[src/rtl/core/iss_pkg.sv]
// iss_pkg: shared types and constants of the idle state selector
// holds the command and status structs between controller and datapath
// no dependencies
package iss_pkg;

  // register index codes, taken from cfg_paddr[3:2]
  localparam logic [1:0] REG_STATE_COUNT = 2'd0;
  localparam logic [1:0] REG_DEMOTE      = 2'd1;
  localparam logic [1:0] REG_PROMOTE     = 2'd2;

  // input item kinds
  localparam logic KIND_LOAD   = 1'b0;
  localparam logic KIND_SELECT = 1'b1;

  // field widths fixed by the item format
  localparam int unsigned LAT_W  = 20;
  localparam int unsigned DUR_W  = 40;
  localparam int unsigned PCT_W  = 8;
  localparam int unsigned MASK_W = 8;
  localparam int unsigned SEL_W  = 3;

  // full idle percentage
  localparam logic [6:0] PCT_FULL = 7'd100;

  // controller to datapath
  typedef struct packed {
    logic load_entry;   // write table entry from the input transfer
    logic capture;      // latch select fields and the state count
    logic init_nt;      // no table: select 0, flag set
    logic init_presel;  // take saturated preselect index
    logic init_walk;    // start walk at the deepest state
    logic walk_step;    // move walk one state shallower
    logic take_walk;    // current walk state wins
    logic walk_none;    // walk ended without a hit
    logic bias;         // apply promote and demote bias
    logic backoff;      // step one state shallower
    logic publish;      // load the output register
  } cmd_t;

  // datapath to controller
  typedef struct packed {
    logic count_zero;
    logic dur_zero;
    logic qualify;
    logic walk_last;
    logic backoff_more;
  } status_t;

endpackage

[src/rtl/core/iss_ctrl.sv]
// iss_ctrl: sequencing state machine of the idle state selector
// depends on iss_pkg for the command and status structs
module iss_ctrl (
  input  logic              clk,
  input  logic              rst_n,
  input  logic              in_tvalid,
  input  logic              in_kind,
  output logic              in_tready,
  output logic              out_tvalid,
  input  logic              out_tready,
  input  iss_pkg::status_t  status,
  output iss_pkg::cmd_t     cmd
);

  localparam logic [2:0] S_IDLE  = 3'd0;
  localparam logic [2:0] S_SETUP = 3'd1;
  localparam logic [2:0] S_WALK  = 3'd2;
  localparam logic [2:0] S_BIAS  = 3'd3;
  localparam logic [2:0] S_BACK  = 3'd4;
  localparam logic [2:0] S_DONE  = 3'd5;

  logic [2:0] state_r, state_nxt;
  logic       out_tvalid_r, out_tvalid_nxt;
  logic       in_xfer;

  assign in_tready  = (state_r == S_IDLE);
  assign out_tvalid = out_tvalid_r;
  assign in_xfer    = in_tvalid && in_tready;

  // next state and commands
  always_comb begin
    state_nxt = state_r;
    cmd       = '0;
    unique case (state_r)
      S_IDLE: begin
        if (in_xfer) begin
          if (in_kind == iss_pkg::KIND_SELECT) begin
            cmd.capture = 1'b1;
            state_nxt   = S_SETUP;
          end else begin
            cmd.load_entry = 1'b1;
          end
        end
      end
      S_SETUP: begin
        priority if (status.count_zero) begin
          cmd.init_nt = 1'b1;
          state_nxt   = S_DONE;
        end else if (status.dur_zero) begin
          cmd.init_presel = 1'b1;
          state_nxt       = S_BIAS;
        end else begin
          cmd.init_walk = 1'b1;
          state_nxt     = S_WALK;
        end
      end
      S_WALK: begin
        priority if (status.qualify) begin
          cmd.take_walk = 1'b1;
          state_nxt     = S_BIAS;
        end else if (status.walk_last) begin
          cmd.walk_none = 1'b1;
          state_nxt     = S_BIAS;
        end else begin
          cmd.walk_step = 1'b1;
        end
      end
      S_BIAS: begin
        cmd.bias  = 1'b1;
        state_nxt = S_BACK;
      end
      S_BACK: begin
        if (status.backoff_more) begin
          cmd.backoff = 1'b1;
        end else begin
          state_nxt = S_DONE;
        end
      end
      S_DONE: begin
        if (!out_tvalid_r || out_tready) begin
          cmd.publish = 1'b1;
          state_nxt   = S_IDLE;
        end
      end
      default: begin
        state_nxt = S_IDLE;
      end
    endcase
  end

  // output valid flag
  always_comb begin
    out_tvalid_nxt = out_tvalid_r;
    priority if (cmd.publish) begin
      out_tvalid_nxt = 1'b1;
    end else if (out_tready) begin
      out_tvalid_nxt = 1'b0;
    end
  end

  always_ff @(posedge clk) begin
    if (!rst_n) begin
      state_r      <= S_IDLE;
      out_tvalid_r <= 1'b0;
    end else begin
      state_r      <= state_nxt;
      out_tvalid_r <= out_tvalid_nxt;
    end
  end

`ifndef SYNTHESIS
  // a result is never written over one that still waits
  a_publish_free: assert property (@(posedge clk) disable iff (!rst_n)
    cmd.publish |-> (!out_tvalid_r || out_tready))
    else $error("output register overwritten");

  // a select transfer always starts the setup step
  a_select_setup: assert property (@(posedge clk) disable iff (!rst_n)
    (in_xfer && in_kind == iss_pkg::KIND_SELECT) |=> (state_r == S_SETUP))
    else $error("select transfer did not start setup");

  // a load transfer leaves the block ready
  a_load_idle: assert property (@(posedge clk) disable iff (!rst_n)
    (in_xfer && in_kind == iss_pkg::KIND_LOAD) |=> (state_r == S_IDLE))
    else $error("load transfer left idle");

  // walk ends at the shallowest state
  a_walk_end: assert property (@(posedge clk) disable iff (!rst_n)
    (state_r == S_WALK && status.walk_last) |=> (state_r == S_BIAS))
    else $error("walk ran past the shallowest state");
`endif

endmodule

[src/rtl/core/iss_dp.sv]
// iss_dp: datapath of the idle state selector
// holds config registers, state table, walk counter, selection and output register
// depends on iss_pkg
module iss_dp #(
  parameter int unsigned MAX_STATES = 8
) (
  input  logic                           clk,
  input  logic                           rst_n,
  // configuration
  input  logic                           cfg_wr,
  input  logic [1:0]                     cfg_index,
  input  logic [31:0]                    cfg_wdata,
  output logic [31:0]                    cfg_rdata,
  // input fields
  input  logic [2:0]                     entry_index,
  input  logic [iss_pkg::LAT_W-1:0]      entry_latency_us,
  input  logic [iss_pkg::LAT_W-1:0]      entry_break_even_us,
  input  logic [iss_pkg::DUR_W-1:0]      idle_duration,
  input  logic [iss_pkg::PCT_W-1:0]      busy_percentage,
  input  logic [iss_pkg::MASK_W-1:0]     test_pass_mask,
  input  logic [iss_pkg::MASK_W-1:0]     available_mask,
  input  logic [7:0]                     preselect_index,
  // control
  input  iss_pkg::cmd_t                  cmd,
  output iss_pkg::status_t               status,
  // result
  output logic [iss_pkg::SEL_W-1:0]      selected_index,
  output logic                           no_table
);

  localparam int unsigned IDX_W = (MAX_STATES > 1) ? $clog2(MAX_STATES) : 1;
  localparam int unsigned CNT_W = $clog2(MAX_STATES + 1);

  // configuration registers
  logic [3:0] state_count_r;
  logic [7:0] demote_r;
  logic [7:0] promote_r;

  // state table
  logic [iss_pkg::LAT_W-1:0] lat_mem [MAX_STATES];
  logic [iss_pkg::LAT_W-1:0] be_mem  [MAX_STATES];

  // captured select item
  logic [iss_pkg::DUR_W-1:0]  dur_r;
  logic [iss_pkg::PCT_W-1:0]  busy_r;
  logic [iss_pkg::MASK_W-1:0] test_r;
  logic [iss_pkg::MASK_W-1:0] avail_r;
  logic [7:0]                 presel_r;
  logic [CNT_W-1:0]           count_r, count_nxt;

  // working registers
  logic [CNT_W-1:0] walk_k_r, walk_k_nxt;
  logic [IDX_W-1:0] sel_r, sel_nxt;
  logic             nt_r, nt_nxt;
  logic [iss_pkg::SEL_W-1:0] out_sel_r;
  logic                      out_nt_r;

  // walk datapath
  logic [IDX_W-1:0]          walk_idx;
  logic [iss_pkg::LAT_W-1:0] lat_rd;
  logic [iss_pkg::LAT_W-1:0] be_rd;
  logic [iss_pkg::LAT_W-1:0] lat_eff;
  logic [24:0]               lat_x20;
  logic [23:0]               be_x10;
  logic                      lat_ok;
  logic                      be_ok;

  // bias datapath
  logic [6:0]       idle_pct;
  logic [7:0]       lo_thr;
  logic [7:0]       hi_thr;
  logic [IDX_W-1:0] bias_sel;
  logic [IDX_W-1:0] presel_sat;
  logic [IDX_W-1:0] last_idx;
  logic [IDX_W-1:0] clamp_sel;
  logic             wr_in_range;

  // state bit from an 8-bit mask, positions 8 and up read as clear
  function automatic logic mask_bit(input logic [iss_pkg::MASK_W-1:0] mask,
                                    input logic [IDX_W-1:0] idx);
    logic [3:0] idx4;
    idx4 = 4'(idx);
    return !idx4[3] && mask[idx4[2:0]];
  endfunction

  // configuration write and read back
  always_ff @(posedge clk) begin
    if (!rst_n) begin
      state_count_r <= '0;
      demote_r      <= '0;
      promote_r     <= '0;
    end else if (cfg_wr) begin
      case (cfg_index)
        iss_pkg::REG_STATE_COUNT: state_count_r <= cfg_wdata[3:0];
        iss_pkg::REG_DEMOTE:      demote_r      <= cfg_wdata[7:0];
        iss_pkg::REG_PROMOTE:     promote_r     <= cfg_wdata[7:0];
        default: begin
        end
      endcase
    end
  end

  always_comb begin
    unique case (cfg_index)
      iss_pkg::REG_STATE_COUNT: cfg_rdata = 32'(state_count_r);
      iss_pkg::REG_DEMOTE:      cfg_rdata = 32'(demote_r);
      iss_pkg::REG_PROMOTE:     cfg_rdata = 32'(promote_r);
      default:                  cfg_rdata = '0;
    endcase
  end

  // table write, loads beyond the table are dropped
  assign wr_in_range = (32'(entry_index) < MAX_STATES);

  always_ff @(posedge clk) begin
    if (cmd.load_entry && wr_in_range) begin
      lat_mem[IDX_W'(entry_index)] <= entry_latency_us;
      be_mem[IDX_W'(entry_index)]  <= entry_break_even_us;
    end
  end

  // state count saturates at the table size
  assign count_nxt = (32'(state_count_r) > MAX_STATES) ? CNT_W'(MAX_STATES)
                                                        : CNT_W'(state_count_r);

  // capture select fields
  always_ff @(posedge clk) begin
    if (cmd.capture) begin
      dur_r    <= idle_duration;
      busy_r   <= busy_percentage;
      test_r   <= test_pass_mask;
      avail_r  <= available_mask;
      presel_r <= preselect_index;
      count_r  <= count_nxt;
    end
  end

  // per-state budget check at the walk position
  assign walk_idx = IDX_W'(walk_k_r - CNT_W'(1));
  assign lat_rd   = lat_mem[walk_idx];
  assign be_rd    = be_mem[walk_idx];
  assign lat_eff  = (lat_rd == '0) ? iss_pkg::LAT_W'(1) : lat_rd;
  assign lat_x20  = {1'b0, lat_eff, 4'b0} + {3'b0, lat_eff, 2'b0};
  assign be_x10   = {1'b0, be_rd, 3'b0} + {3'b0, be_rd, 1'b0};
  assign lat_ok   = (dur_r >= 40'(lat_x20));
  assign be_ok    = (be_rd == '0) || (dur_r >= 40'(be_x10));

  assign last_idx   = IDX_W'(count_r - CNT_W'(1));
  assign presel_sat = (presel_r >= 8'(count_r)) ? last_idx : IDX_W'(presel_r);

  // promote and demote bias
  assign idle_pct = (busy_r > 8'(iss_pkg::PCT_FULL)) ? iss_pkg::PCT_FULL
                                                      : 7'(8'(iss_pkg::PCT_FULL) - busy_r);
  assign lo_thr   = (promote_r < demote_r) ? promote_r : demote_r;
  assign hi_thr   = (promote_r < demote_r) ? demote_r : promote_r;

  always_comb begin
    bias_sel = sel_r;
    priority if (8'(idle_pct) < lo_thr) begin
      bias_sel = '0;
    end else begin
      if (8'(idle_pct) < hi_thr && 32'(count_r) > 2 && 32'(sel_r) > 1) begin
        bias_sel = IDX_W'(1);
      end
      if (32'(bias_sel) >= 32'(count_r)) begin
        bias_sel = last_idx;
      end
    end
  end

  // final clamp to the table size
  assign clamp_sel = (!nt_r && 32'(sel_r) >= 32'(count_r)) ? last_idx : sel_r;

  // working register updates
  always_comb begin
    walk_k_nxt = walk_k_r;
    sel_nxt    = sel_r;
    nt_nxt     = nt_r;
    priority if (cmd.init_nt) begin
      sel_nxt = '0;
      nt_nxt  = 1'b1;
    end else if (cmd.init_presel) begin
      sel_nxt = presel_sat;
      nt_nxt  = 1'b0;
    end else if (cmd.init_walk) begin
      walk_k_nxt = count_r;
      nt_nxt     = 1'b0;
    end else if (cmd.walk_step) begin
      walk_k_nxt = walk_k_r - CNT_W'(1);
    end else if (cmd.take_walk) begin
      sel_nxt = walk_idx;
    end else if (cmd.walk_none) begin
      sel_nxt = '0;
    end else if (cmd.bias) begin
      sel_nxt = bias_sel;
    end else if (cmd.backoff) begin
      sel_nxt = sel_r - IDX_W'(1);
    end
  end

  always_ff @(posedge clk) begin
    walk_k_r <= walk_k_nxt;
    sel_r    <= sel_nxt;
    nt_r     <= nt_nxt;
  end

  // output register
  always_ff @(posedge clk) begin
    if (cmd.publish) begin
      out_sel_r <= iss_pkg::SEL_W'(clamp_sel);
      out_nt_r  <= nt_r;
    end
  end

  assign selected_index = out_sel_r;
  assign no_table       = out_nt_r;

  // status back to the controller
  assign status.count_zero   = (count_r == '0);
  assign status.dur_zero     = (dur_r == '0);
  assign status.qualify      = lat_ok && be_ok && mask_bit(test_r, walk_idx)
                               && mask_bit(avail_r, walk_idx);
  assign status.walk_last    = (walk_k_r == CNT_W'(1));
  assign status.backoff_more = (sel_r != '0) && !mask_bit(avail_r, sel_r);

endmodule

[src/rtl/core/idle_state_selector.sv]
// idle_state_selector: top level of the idle state selector
// joins iss_ctrl and iss_dp and packs the stream and register ports
// depends on iss_pkg, iss_ctrl, iss_dp
//
// Usage: the in_ stream carries two kinds of item, told apart by in_tuser.
// A load item (in_tuser 0) writes exit latency and break-even time of one
// table entry and gives no result; the block stays ready. A select item
// (in_tuser 1) gives one result on the out_ stream: the chosen state in
// out_tdata and the no-table flag in out_tuser.
// A select item goes through setup, then with a table either the walk from
// the deepest entry, examining 1 to state_count states, or, when the idle
// time is zero, the saturated preselect index; then bias, back-off over
// unavailable states and the finishing step. With no table, setup leads
// straight to the finishing step. One item is worked at a time; the walk
// and back-off each take one table state per cycle. A finished result waits
// in the output register while the next item is taken; only the finishing
// step waits when the receiver stalls. Reset clears the config registers
// and the controller; table entries stay undefined until loaded. The user
// must write registers over cfg_ only while idle; the block does not check.
module idle_state_selector #(
  parameter int unsigned MAX_STATES = 8
) (
  input  logic         clk,
  input  logic         rst_n,
  // input stream
  input  logic         in_tvalid,
  output logic         in_tready,
  // from bit 0: entry_index[2:0], entry_latency_us[22:3],
  // entry_break_even_us[42:23], idle_duration[82:43], busy_percentage[90:83],
  // test_pass_mask[98:91], available_mask[106:99], preselect_index[114:107],
  // zero pad[119:115]
  input  logic [119:0] in_tdata,
  // kind[0]
  input  logic         in_tuser,
  // result stream
  output logic         out_tvalid,
  input  logic         out_tready,
  // from bit 0: selected_index[2:0], zero pad[7:3]
  output logic [7:0]   out_tdata,
  // no_table[0]
  output logic         out_tuser,
  // register port
  input  logic         cfg_psel,
  input  logic         cfg_penable,
  input  logic         cfg_pwrite,
  input  logic [3:0]   cfg_paddr,
  input  logic [31:0]  cfg_pwdata,
  output logic [31:0]  cfg_prdata,
  output logic         cfg_pready
);

  iss_pkg::cmd_t    cmd;
  iss_pkg::status_t status;
  logic [iss_pkg::SEL_W-1:0] selected_index;
  logic                      no_table;
  logic                      cfg_wr;

  // register write on the access cycle
  assign cfg_pready = 1'b1;
  assign cfg_wr     = cfg_psel && cfg_penable && cfg_pwrite && cfg_pready;

  iss_ctrl u_ctrl (
    .clk        (clk),
    .rst_n      (rst_n),
    .in_tvalid  (in_tvalid),
    .in_kind    (in_tuser),
    .in_tready  (in_tready),
    .out_tvalid (out_tvalid),
    .out_tready (out_tready),
    .status     (status),
    .cmd        (cmd)
  );

  iss_dp #(
    .MAX_STATES (MAX_STATES)
  ) u_dp (
    .clk                 (clk),
    .rst_n               (rst_n),
    .cfg_wr              (cfg_wr),
    .cfg_index           (cfg_paddr[3:2]),
    .cfg_wdata           (cfg_pwdata),
    .cfg_rdata           (cfg_prdata),
    .entry_index         (in_tdata[2:0]),
    .entry_latency_us    (in_tdata[22:3]),
    .entry_break_even_us (in_tdata[42:23]),
    .idle_duration       (in_tdata[82:43]),
    .busy_percentage     (in_tdata[90:83]),
    .test_pass_mask      (in_tdata[98:91]),
    .available_mask      (in_tdata[106:99]),
    .preselect_index     (in_tdata[114:107]),
    .cmd                 (cmd),
    .status              (status),
    .selected_index      (selected_index),
    .no_table            (no_table)
  );

  // result packing
  assign out_tdata = {5'b0, selected_index};
  assign out_tuser = no_table;

endmodule

[config.mk]
export PLATFORM = sky130hd
export DESIGN_NAME = idle_state_selector
export DESIGN_NICKNAME = d
export VERILOG_FILES = /design/src/rtl/core/iss_pkg.sv /design/src/rtl/core/iss_ctrl.sv /design/src/rtl/core/iss_dp.sv /design/src/rtl/core/idle_state_selector.sv
export SDC_FILE = /design/constraint.sdc
export NUM_CORES = 1
export LEC_CHECK = 0
export BUFFER_PORTS_ARGS = -buffer_cell sky130_fd_sc_hd__buf_2
export CAP_MARGIN = 30
export CELL_PAD_IN_SITES_DETAIL_PLACEMENT = 1
export CELL_PAD_IN_SITES_GLOBAL_PLACEMENT = 1
export CORE_ASPECT_RATIO = 1.25
export CORE_MARGIN = 4
export CORE_UTILIZATION = 53
export DETAILED_ROUTE_END_ITERATION = 7
export PLACE_DENSITY_LB_ADDON = 0.1
export SLEW_MARGIN = 30
export SYNTH_ARGS = -nofsm -noshare
export SYNTH_HDL_FRONTEND = slang
export SYNTH_SLANG_ARGS = --single-unit
[constraint.sdc]
create_clock -name clk -period 14 [get_ports clk]
set_input_delay 2.1 -clock clk [delete_from_list [all_inputs] [get_ports clk]]
set_output_delay 2.1 -clock clk [all_outputs]
set_load 0.01 [all_outputs]
# Yosys cells after proc, flatten, opt, wreduce, memory -nomap -nowiden
# Memories as Yosys holds them, arrays and structs flattened.
# Cells that the tools add are included.
[op_classes]
n_mux = 61
n_eq_ne = 15
div = 0
magnitude_cmp = 14
shifts = 0
add_sub_neg = 6
n_reduce_logical = 32
n_mul = 0
bitwise_logic = 2
[ops]
columns = ["operator", "count"]
rows = [
  ["two-way mux 3 bit", 22],
  [">= comparator 40 x 24 -> 1 bit", 1],
  [">= comparator 40 x 25 -> 1 bit", 1],
  ["logical NOT 20 bit", 2],
  ["logical NOT 40 bit", 1],
  ["adder 24 x 22 -> 25 bit", 1],
  ["two-way mux 1 bit", 25],
  ["adder 23 x 21 -> 24 bit", 1],
  ["case mux 8 bit (3 select lines)", 1],
  ["two-way mux 20 bit", 1],
  ["case mux 3 bit (6 select lines)", 1],
  ["less-than comparator 7 x 8 -> 1 bit", 2],
  ["two-way mux 8 bit", 2],
  ["logical AND 1 bit", 10],
  ["binary-select mux 1 bit (select 3 bit)", 3],
  [">= comparator 3 x 4 -> 1 bit", 2],
  [">= comparator 8 x 4 -> 1 bit", 1],
  ["greater-than comparator 8 x 7 -> 1 bit (second input constant)", 1],
  ["less-than comparator 3 x 4 -> 1 bit (second input constant)", 2],
  ["less-than comparator 8 bit", 1],
  ["two-way mux 4 bit", 2],
  ["two-way mux 7 bit", 1],
  ["subtractor 7 bit (first input constant)", 1],
  ["equality test 3 x 2 -> 1 bit (second input constant)", 2],
  ["26 further kinds", 43],
]
[totals]
inputBits = 164
mem_bits_ro = 0
latchBits = 0
ram_bits = 320
output_inout_bits = 44
regBits = 112
word_cells = 148
memories = 2
[memory_table]
columns = ["name", "depth", "width", "read_ports", "rd_ports_with_merged_regs", "wr", "line_no", "source"]
rows = [
  ["u_dp.be_mem", 8, 20, 1, 0, 1, "iss_dp.sv:41", "logic [iss_pkg::LAT_W-1:0] be_mem [MAX_STATES];"],
  ["u_dp.lat_mem", 8, 20, 1, 0, 1, "iss_dp.sv:40", "logic [iss_pkg::LAT_W-1:0] lat_mem [MAX_STATES];"],
]

# Depth between registers and ports, before layout
[depth]
word_depth = 16
mapped_depth = 38
depth_no_buf = 28

# By module
# Synthesis repeated with hierarchy kept, for this count alone.
[unflattened]
cells_unflattened = 1433
hier_area_um2 = 20812.5
[by_module_without_submodules]
columns = ["module", "area_each_um2", "cells_each", "seq_area_each_um2", "instances"]
rows = [
  ["iss_dp", 20412.1, 1380, 12612.1, 1],
  ["iss_ctrl", 341.6, 44, 80.1, 1],
  ["idle_state_selector", 58.8, 9, 0.0, 1],
]

# Worst setup path after synthesis
# No wires, ideal clock.
[synth_path]
path_type = "reg-to-reg"
from = "register u_dp.walk_k_r[0]"
to = "register u_dp.walk_k_r[0] (enable)"
arrival_time_ps = 8024
path_stages_with_launch = 38
setup_time_ps = 373
setup_slack_ps = 5604
synth_period_minus_slack_ps = 8396
required_time_ps = 13627
n_path_buf = 11
path_cell_list = "edfxtp_1 buf_6 buf_8 buf_6 buf_4 buf_2 buf_1 inv_1 ha_1 buf_4 clkbuf_1 buf_2 buf_1 buf_1 mux4_2 nand2_1 nand2_1 nor4_1 (+2 left out) ha_1 a21oi_1 o22a_1 o41ai_1 or3_4 a221o_1 o21ai_0 xor2_1 ha_1 a21o_1 a21o_1 a211oi_1 o21ai_0 a21oi_1 o211ai_1 o31ai_1 nor2b_1 o31ai_1"
[synth_between]
elab_chain_len = 13
word_cells_on_any_way = 24
classes_between = "add/sub: 3; order compare: 2; eq/ne: 1; mux: 8; reduce/logical: 8; memory: 2"
[synth_lines]
columns = ["element", "line_no", "source"]
rows = [
  ["from (decl)", "iss_dp.sv:52", "logic [CNT_W-1:0] walk_k_r, walk_k_nxt;"],
  ["from (signal assigned)", "iss_dp.sv:202", "walk_k_r <= walk_k_nxt;"],
  ["subtractor 4 x 1 -> 4 bit", "iss_dp.sv:139", "assign walk_idx = IDX_W'(walk_k_r - CNT_W'(1));"],
  ["memory read (8 x 20 bit)", "-", ""],
  ["logical NOT 20 bit", "iss_dp.sv:142", "assign lat_eff = (lat_rd == '0) ? iss_pkg::LAT_W'(1) : lat_rd;"],
  ["two-way mux 20 bit", "iss_dp.sv:142", ""],
  ["adder 24 x 22 -> 25 bit", "iss_dp.sv:143", "assign lat_x20 = {1'b0, lat_eff, 4'b0} + {3'b0, lat_eff, 2'b0};"],
  [">= comparator 40 x 25 -> 1 bit", "iss_dp.sv:145", "assign lat_ok = (dur_r >= 40'(lat_x20));"],
  ["logical AND 1 bit (2 in series)", "iss_dp.sv:221", "assign status.qualify = lat_ok && be_ok && mask_bit(test_r, walk_idx)"],
  ["logical AND 1 bit", "iss_dp.sv:222", "&& mask_bit(avail_r, walk_idx);"],
  ["two-way mux 1 bit (*)", "iss_ctrl.sv:58", "priority if (status.qualify) begin"],
  ["two-way mux 3 bit (*)", "iss_ctrl.sv:34", "unique case (state_r)"],
  ["nonzero test 2 bit (no source line) (*)", "-", ""],
  ["AND reduction 3 bit (no source line) (*)", "-", ""],
]
# Every way passes the cells marked *; elsewhere a longest branch is shown, timed or not. The select of a mux whose other input is x is not followed.
# A chain may end at the register's enable or synchronous reset.

# Worst setup path in the final report
# Same ends and word-level chain as after synthesis.

==> results.md <==
Status:
- The run finished with clean final reports.

Placed design:
- The final weighted congestion in routability-driven placement is 0.838.
- Once detailed placement completed, the half-perimeter wirelength came to 34.3 mm.
- The number of port buffers is 146.

Routing:
- Dividing the detail-routed via count by the number of cells gives 5.98.
- The post-detailed-routing wire length is 51.8 mm.
- For this block, the initial DRC count from the detailed router was 752.
- The average wire length per cell after detail routing is 24.4 microns.
- The first TritonRoute pass finished after 5 iterations.
- The number of antenna-violating nets in the routed design is 0.
- The via total after detailed routing is 12.7k.
- The number of remaining DRC errors is 0.

Die:
- The die footprint is 42,300 sq um.
- The core region is 38,400 sq um.
- The starting density of the core is 53.9%.
- The width of the chip is 185 microns.
- The floorplan has 80 rows.
- The boundary pin count is 208.
- The vertical extent of the die is 229 microns.

Worst setup path:
- In this design, the stage delay of the slowest critical-path cell is 750 ps.
- The critical path starts at u_dp.walk_k_r[0].
- The cell at the slowest stage of the critical path is sky130_fd_sc_hd__buf_4.
- The data required time of the critical path is 14,180 ps.
- The endpoint of the worst-slack reg-to-reg timing path is u_dp.walk_k_r[0].
- The cell repeated most along the worst path is sky130_fd_sc_hd__a21oi_1.
- The worst setup path is captured at a flop.
- The setup slack of the worst register-to-register path is 5670 ps.
- The depth of the most critical reg-to-reg path is 27.
- In this run the worst path has a maximum fanout of 56.
- Among cell families on the critical path, the largest total delay comes from compound AO/OA/AOI/OAI gates.
- The count of buffer and inverter cells on the critical path is 2.
- The worst setup path is launched from a flop.
- The beginning of the worst register-to-register path is u_dp.walk_k_r[0].
- The arrival time of data at the critical path endpoint is 8500 ps.
- The critical path is of the reg2reg type.

Finish:
- Of the cells placed in the final design, the portion with a size suffix greater than 1 is 20.8%.
- For this run, the post-layout net count is 1,874.
- The area added between synthesis and finish is 12.8%.
- The most common cell after layout, fill and taps aside is sky130_fd_sc_hd__edfxtp_1.
- The library cells used most frequently in the layout, excluding fill and tap cells, are 404 x sky130_fd_sc_hd__edfxtp_1, 148 x sky130_fd_sc_hd__nand2_1, 146 x sky130_fd_sc_hd__buf_2.

Logic synthesis:
- The average instance in the mapped netlist occupies 14.4 sq um.
- The share of synthesized flip-flops with an asynchronous set or reset is 0%.
- The dominant combinational cell family by area after synthesis is multiplexers.
- The mux share of post-synthesis cell area is 11.3%.
- Summing the areas of all compound-gate instances in the mapped netlist gives 6.75% of the synthesized area.
- The combined area of all synthesized cells is 20,700 sq um.
- The number of synthesized flops with an enable pin is 404.
- The post-synthesis adder-cell area fraction is 7.02%.
- The number of storage elements in the synthesis netlist is 432.
- Sequential cells were found to cover 61.3% of the synthesized design area.
- The flip-flop cell with the highest count after synthesis is sky130_fd_sc_hd__edfxtp_1.
- The synthesized netlist contains 74 unique library cells.
- The share of synthesized cell area in and, or, nand and nor gates is 8.57%.
- Yosys printed 0 warnings.
- The synthesized netlist devotes 2.03% of its cell area to XOR and XNOR gates.
- The synthesized instance count is 1,435.

Min path:
- The startpoint of the worst hold path is u_dp.nt_r.
- The destination of the worst hold path is u_dp.no_table.
- The path class of the tightest hold or removal check is reg2reg.
- The worst hold path cell count is 0.

Timing:
- The worst pin sits at a relative slew slack of 40.0%.
- The final hold violation count is 0.
- Setup repair after global routing left no endpoint under its margin.
- The number of pins with negative max-slew slack in the final report was 0.
- The final critical-path required period is 8330 ps.
- The clock arrives with 14.2 ps of skew.
- The pin slew with the least headroom to its limit is 901 ps.
- The maximum operating frequency is 0.120 GHz.
- The final critical-path share of the clock period is 59.5%.
- Setup violations remaining at the end of the flow were counted as 0.
- The setup TNS is 0 ps.

GRT:
- The overall global routing resource usage is 24.6%.
- The pin count of the biggest net entering global routing is 92.
- The total overflow reported by the global router is 0.
- The first-pass GRT wire length is 79.8 mm.
- The number of antenna violations at the first check in global routing was 5.
- The via count of the first global-routing pass came to 13.9k.

CTS:
- In this run the number of H-tree levels came out at 2.
- The tree built by TritonCTS fans out to 432 sinks.
- The CTS tree is yes.
- Once the clock tree was built, the resizer swapped 0 gates to a different size.
- The number of hold buffers added after CTS is 0.
- The cell at the root of the clock tree is sky130_fd_sc_hd__clkbuf_16.
- The longest clock path from root to sink contains 3 buffers.
- The count of buffers added by post-CTS timing repair for setup is 0.
- The clock reaches the later pin of the worst-skew pair after 550 ps.
- Buffers inserted during clock tree synthesis total 43.
- The clock-pin transition on the worst setup and hold timing paths is 60 ps.

Flow run:
- The max capacitance violation total is 0.
[metal layers]
layer  track usage (%)  up-vias  routed length [microns]
met5                 0        -                       38
met4              7.37        8                     1470
met3              3.54       85                     2860
met2              43.2      374                    26900
met1              31.8     6460                    20500
li1                  -     5782                        -
[sequential cells by signal, indices dropped and copies added (netlist names)]
name                 count
u_dp.test_r              8
u_dp.be_mem            160
u_dp.demote_r            8
u_dp.dur_r              40
u_dp.walk_k_r            4
u_dp.lat_mem           160
u_dp.promote_r           8
u_dp.selected_index      3
u_ctrl.out_tvalid        1
u_dp.avail_r             8
u_dp.nt_r                1
u_dp.busy_r              8
u_dp.presel_r            8
u_dp.sel_r               3
u_dp.count_r             4
u_ctrl.state_r           3
u_dp.state_count_r       4
u_dp.no_table            1
[stage by stage]
| stage | setup WS (ps) | util [%] | cells | cell area [sq um] | hold WS (ps) |
|---|---|---|---|---|---|
| CTS | 5600 | 60.8 | 2123 | 23400 | 465 |
| finish | 5670 | 60.8 | 2124 | 23400 | 471 |
| global route | 5000 | 60.8 | 2124 | 23400 | 478 |
| detailed placement | 5690 | 57.1 | 2043 | 22000 | 446 |
| global placement | 5830 | 57.1 | 2042 | 21900 | 447 |
| floorplan | 5600 | - | 1463 | 20800 | 417 |
[cells in the mapped netlist, drive strengths merged, types with 6 or more instances]
master | number | area [sq um]
and3 | 8 | 50.1
nor2b | 32 | 200
clkbuf | 23 | 86.3
inv | 47 | 176
a211oi | 8 | 60.1
dfxtp | 28 | 561
edfxtp | 404 | 12100
o211ai | 6 | 55.1
nand2 | 148 | 556
ha | 113 | 1410
a21oi | 58 | 290
buf | 51 | 364
o21a | 7 | 52.6
and2 | 8 | 50.1
o31ai | 8 | 60.1
nand2b | 19 | 119
nor2 | 73 | 274
nand3 | 14 | 70.1
xor2 | 15 | 131
o21ai | 48 | 240
mux4 | 83 | 1870
mux2i | 37 | 378
mux2 | 8 | 97.6
nor4 | 18 | 113
nand4 | 13 | 81.3
xnor2 | 33 | 289
o21bai | 9 | 67.6
or3 | 8 | 55.1
nor3 | 20 | 100
a21o | 24 | 180
[logic make-up (layout without fill, tap and decap cells)]
| family | count (synthesis) | in the layout |
|---|---|---|
| AO/OA/AOI/OAI | 213 | 213 |
| XOR/XNOR | 48 | 48 |
| adder cells (fa/ha/maj) | 116 | 116 |
| buffers and inverters | 121 | 289 |
| flip-flops | 432 | 432 |
| multiplexers | 128 | 128 |
| other | 2 | 31 |
| AND/OR/NAND/NOR | 375 | 375 |
[area by class of cell]
class | count | area, sq um
Antenna cell | 1 | 2.50
Clock buffer | 56 | 1170
Clock inverter | 24 | 231
Sequential cell | 432 | 12700
Inverter | 47 | 176
Multi-Input combinational cell | 910 | 7600
Timing Repair Buffer | 162 | 876
Tap cell | 492 | 616
Fill cell | 3686 | 15100
[worst max-delay path by stage]
stage                                   to  slack, ps  cells after the start
after global placement    u_dp.walk_k_r[0]       5830                     27
after CTS                 u_dp.walk_k_r[0]       5600                     28
after floorplan           u_dp.walk_k_r[0]       5600                     37
final                     u_dp.walk_k_r[0]       5670                     27
after detailed placement  u_dp.walk_k_r[0]       5690                     28
after global routing      u_dp.walk_k_r[0]       5000                     27
Power is not shown: default switching activity piles up to over one toggle a cycle in this logic, so the estimate is an artifact.
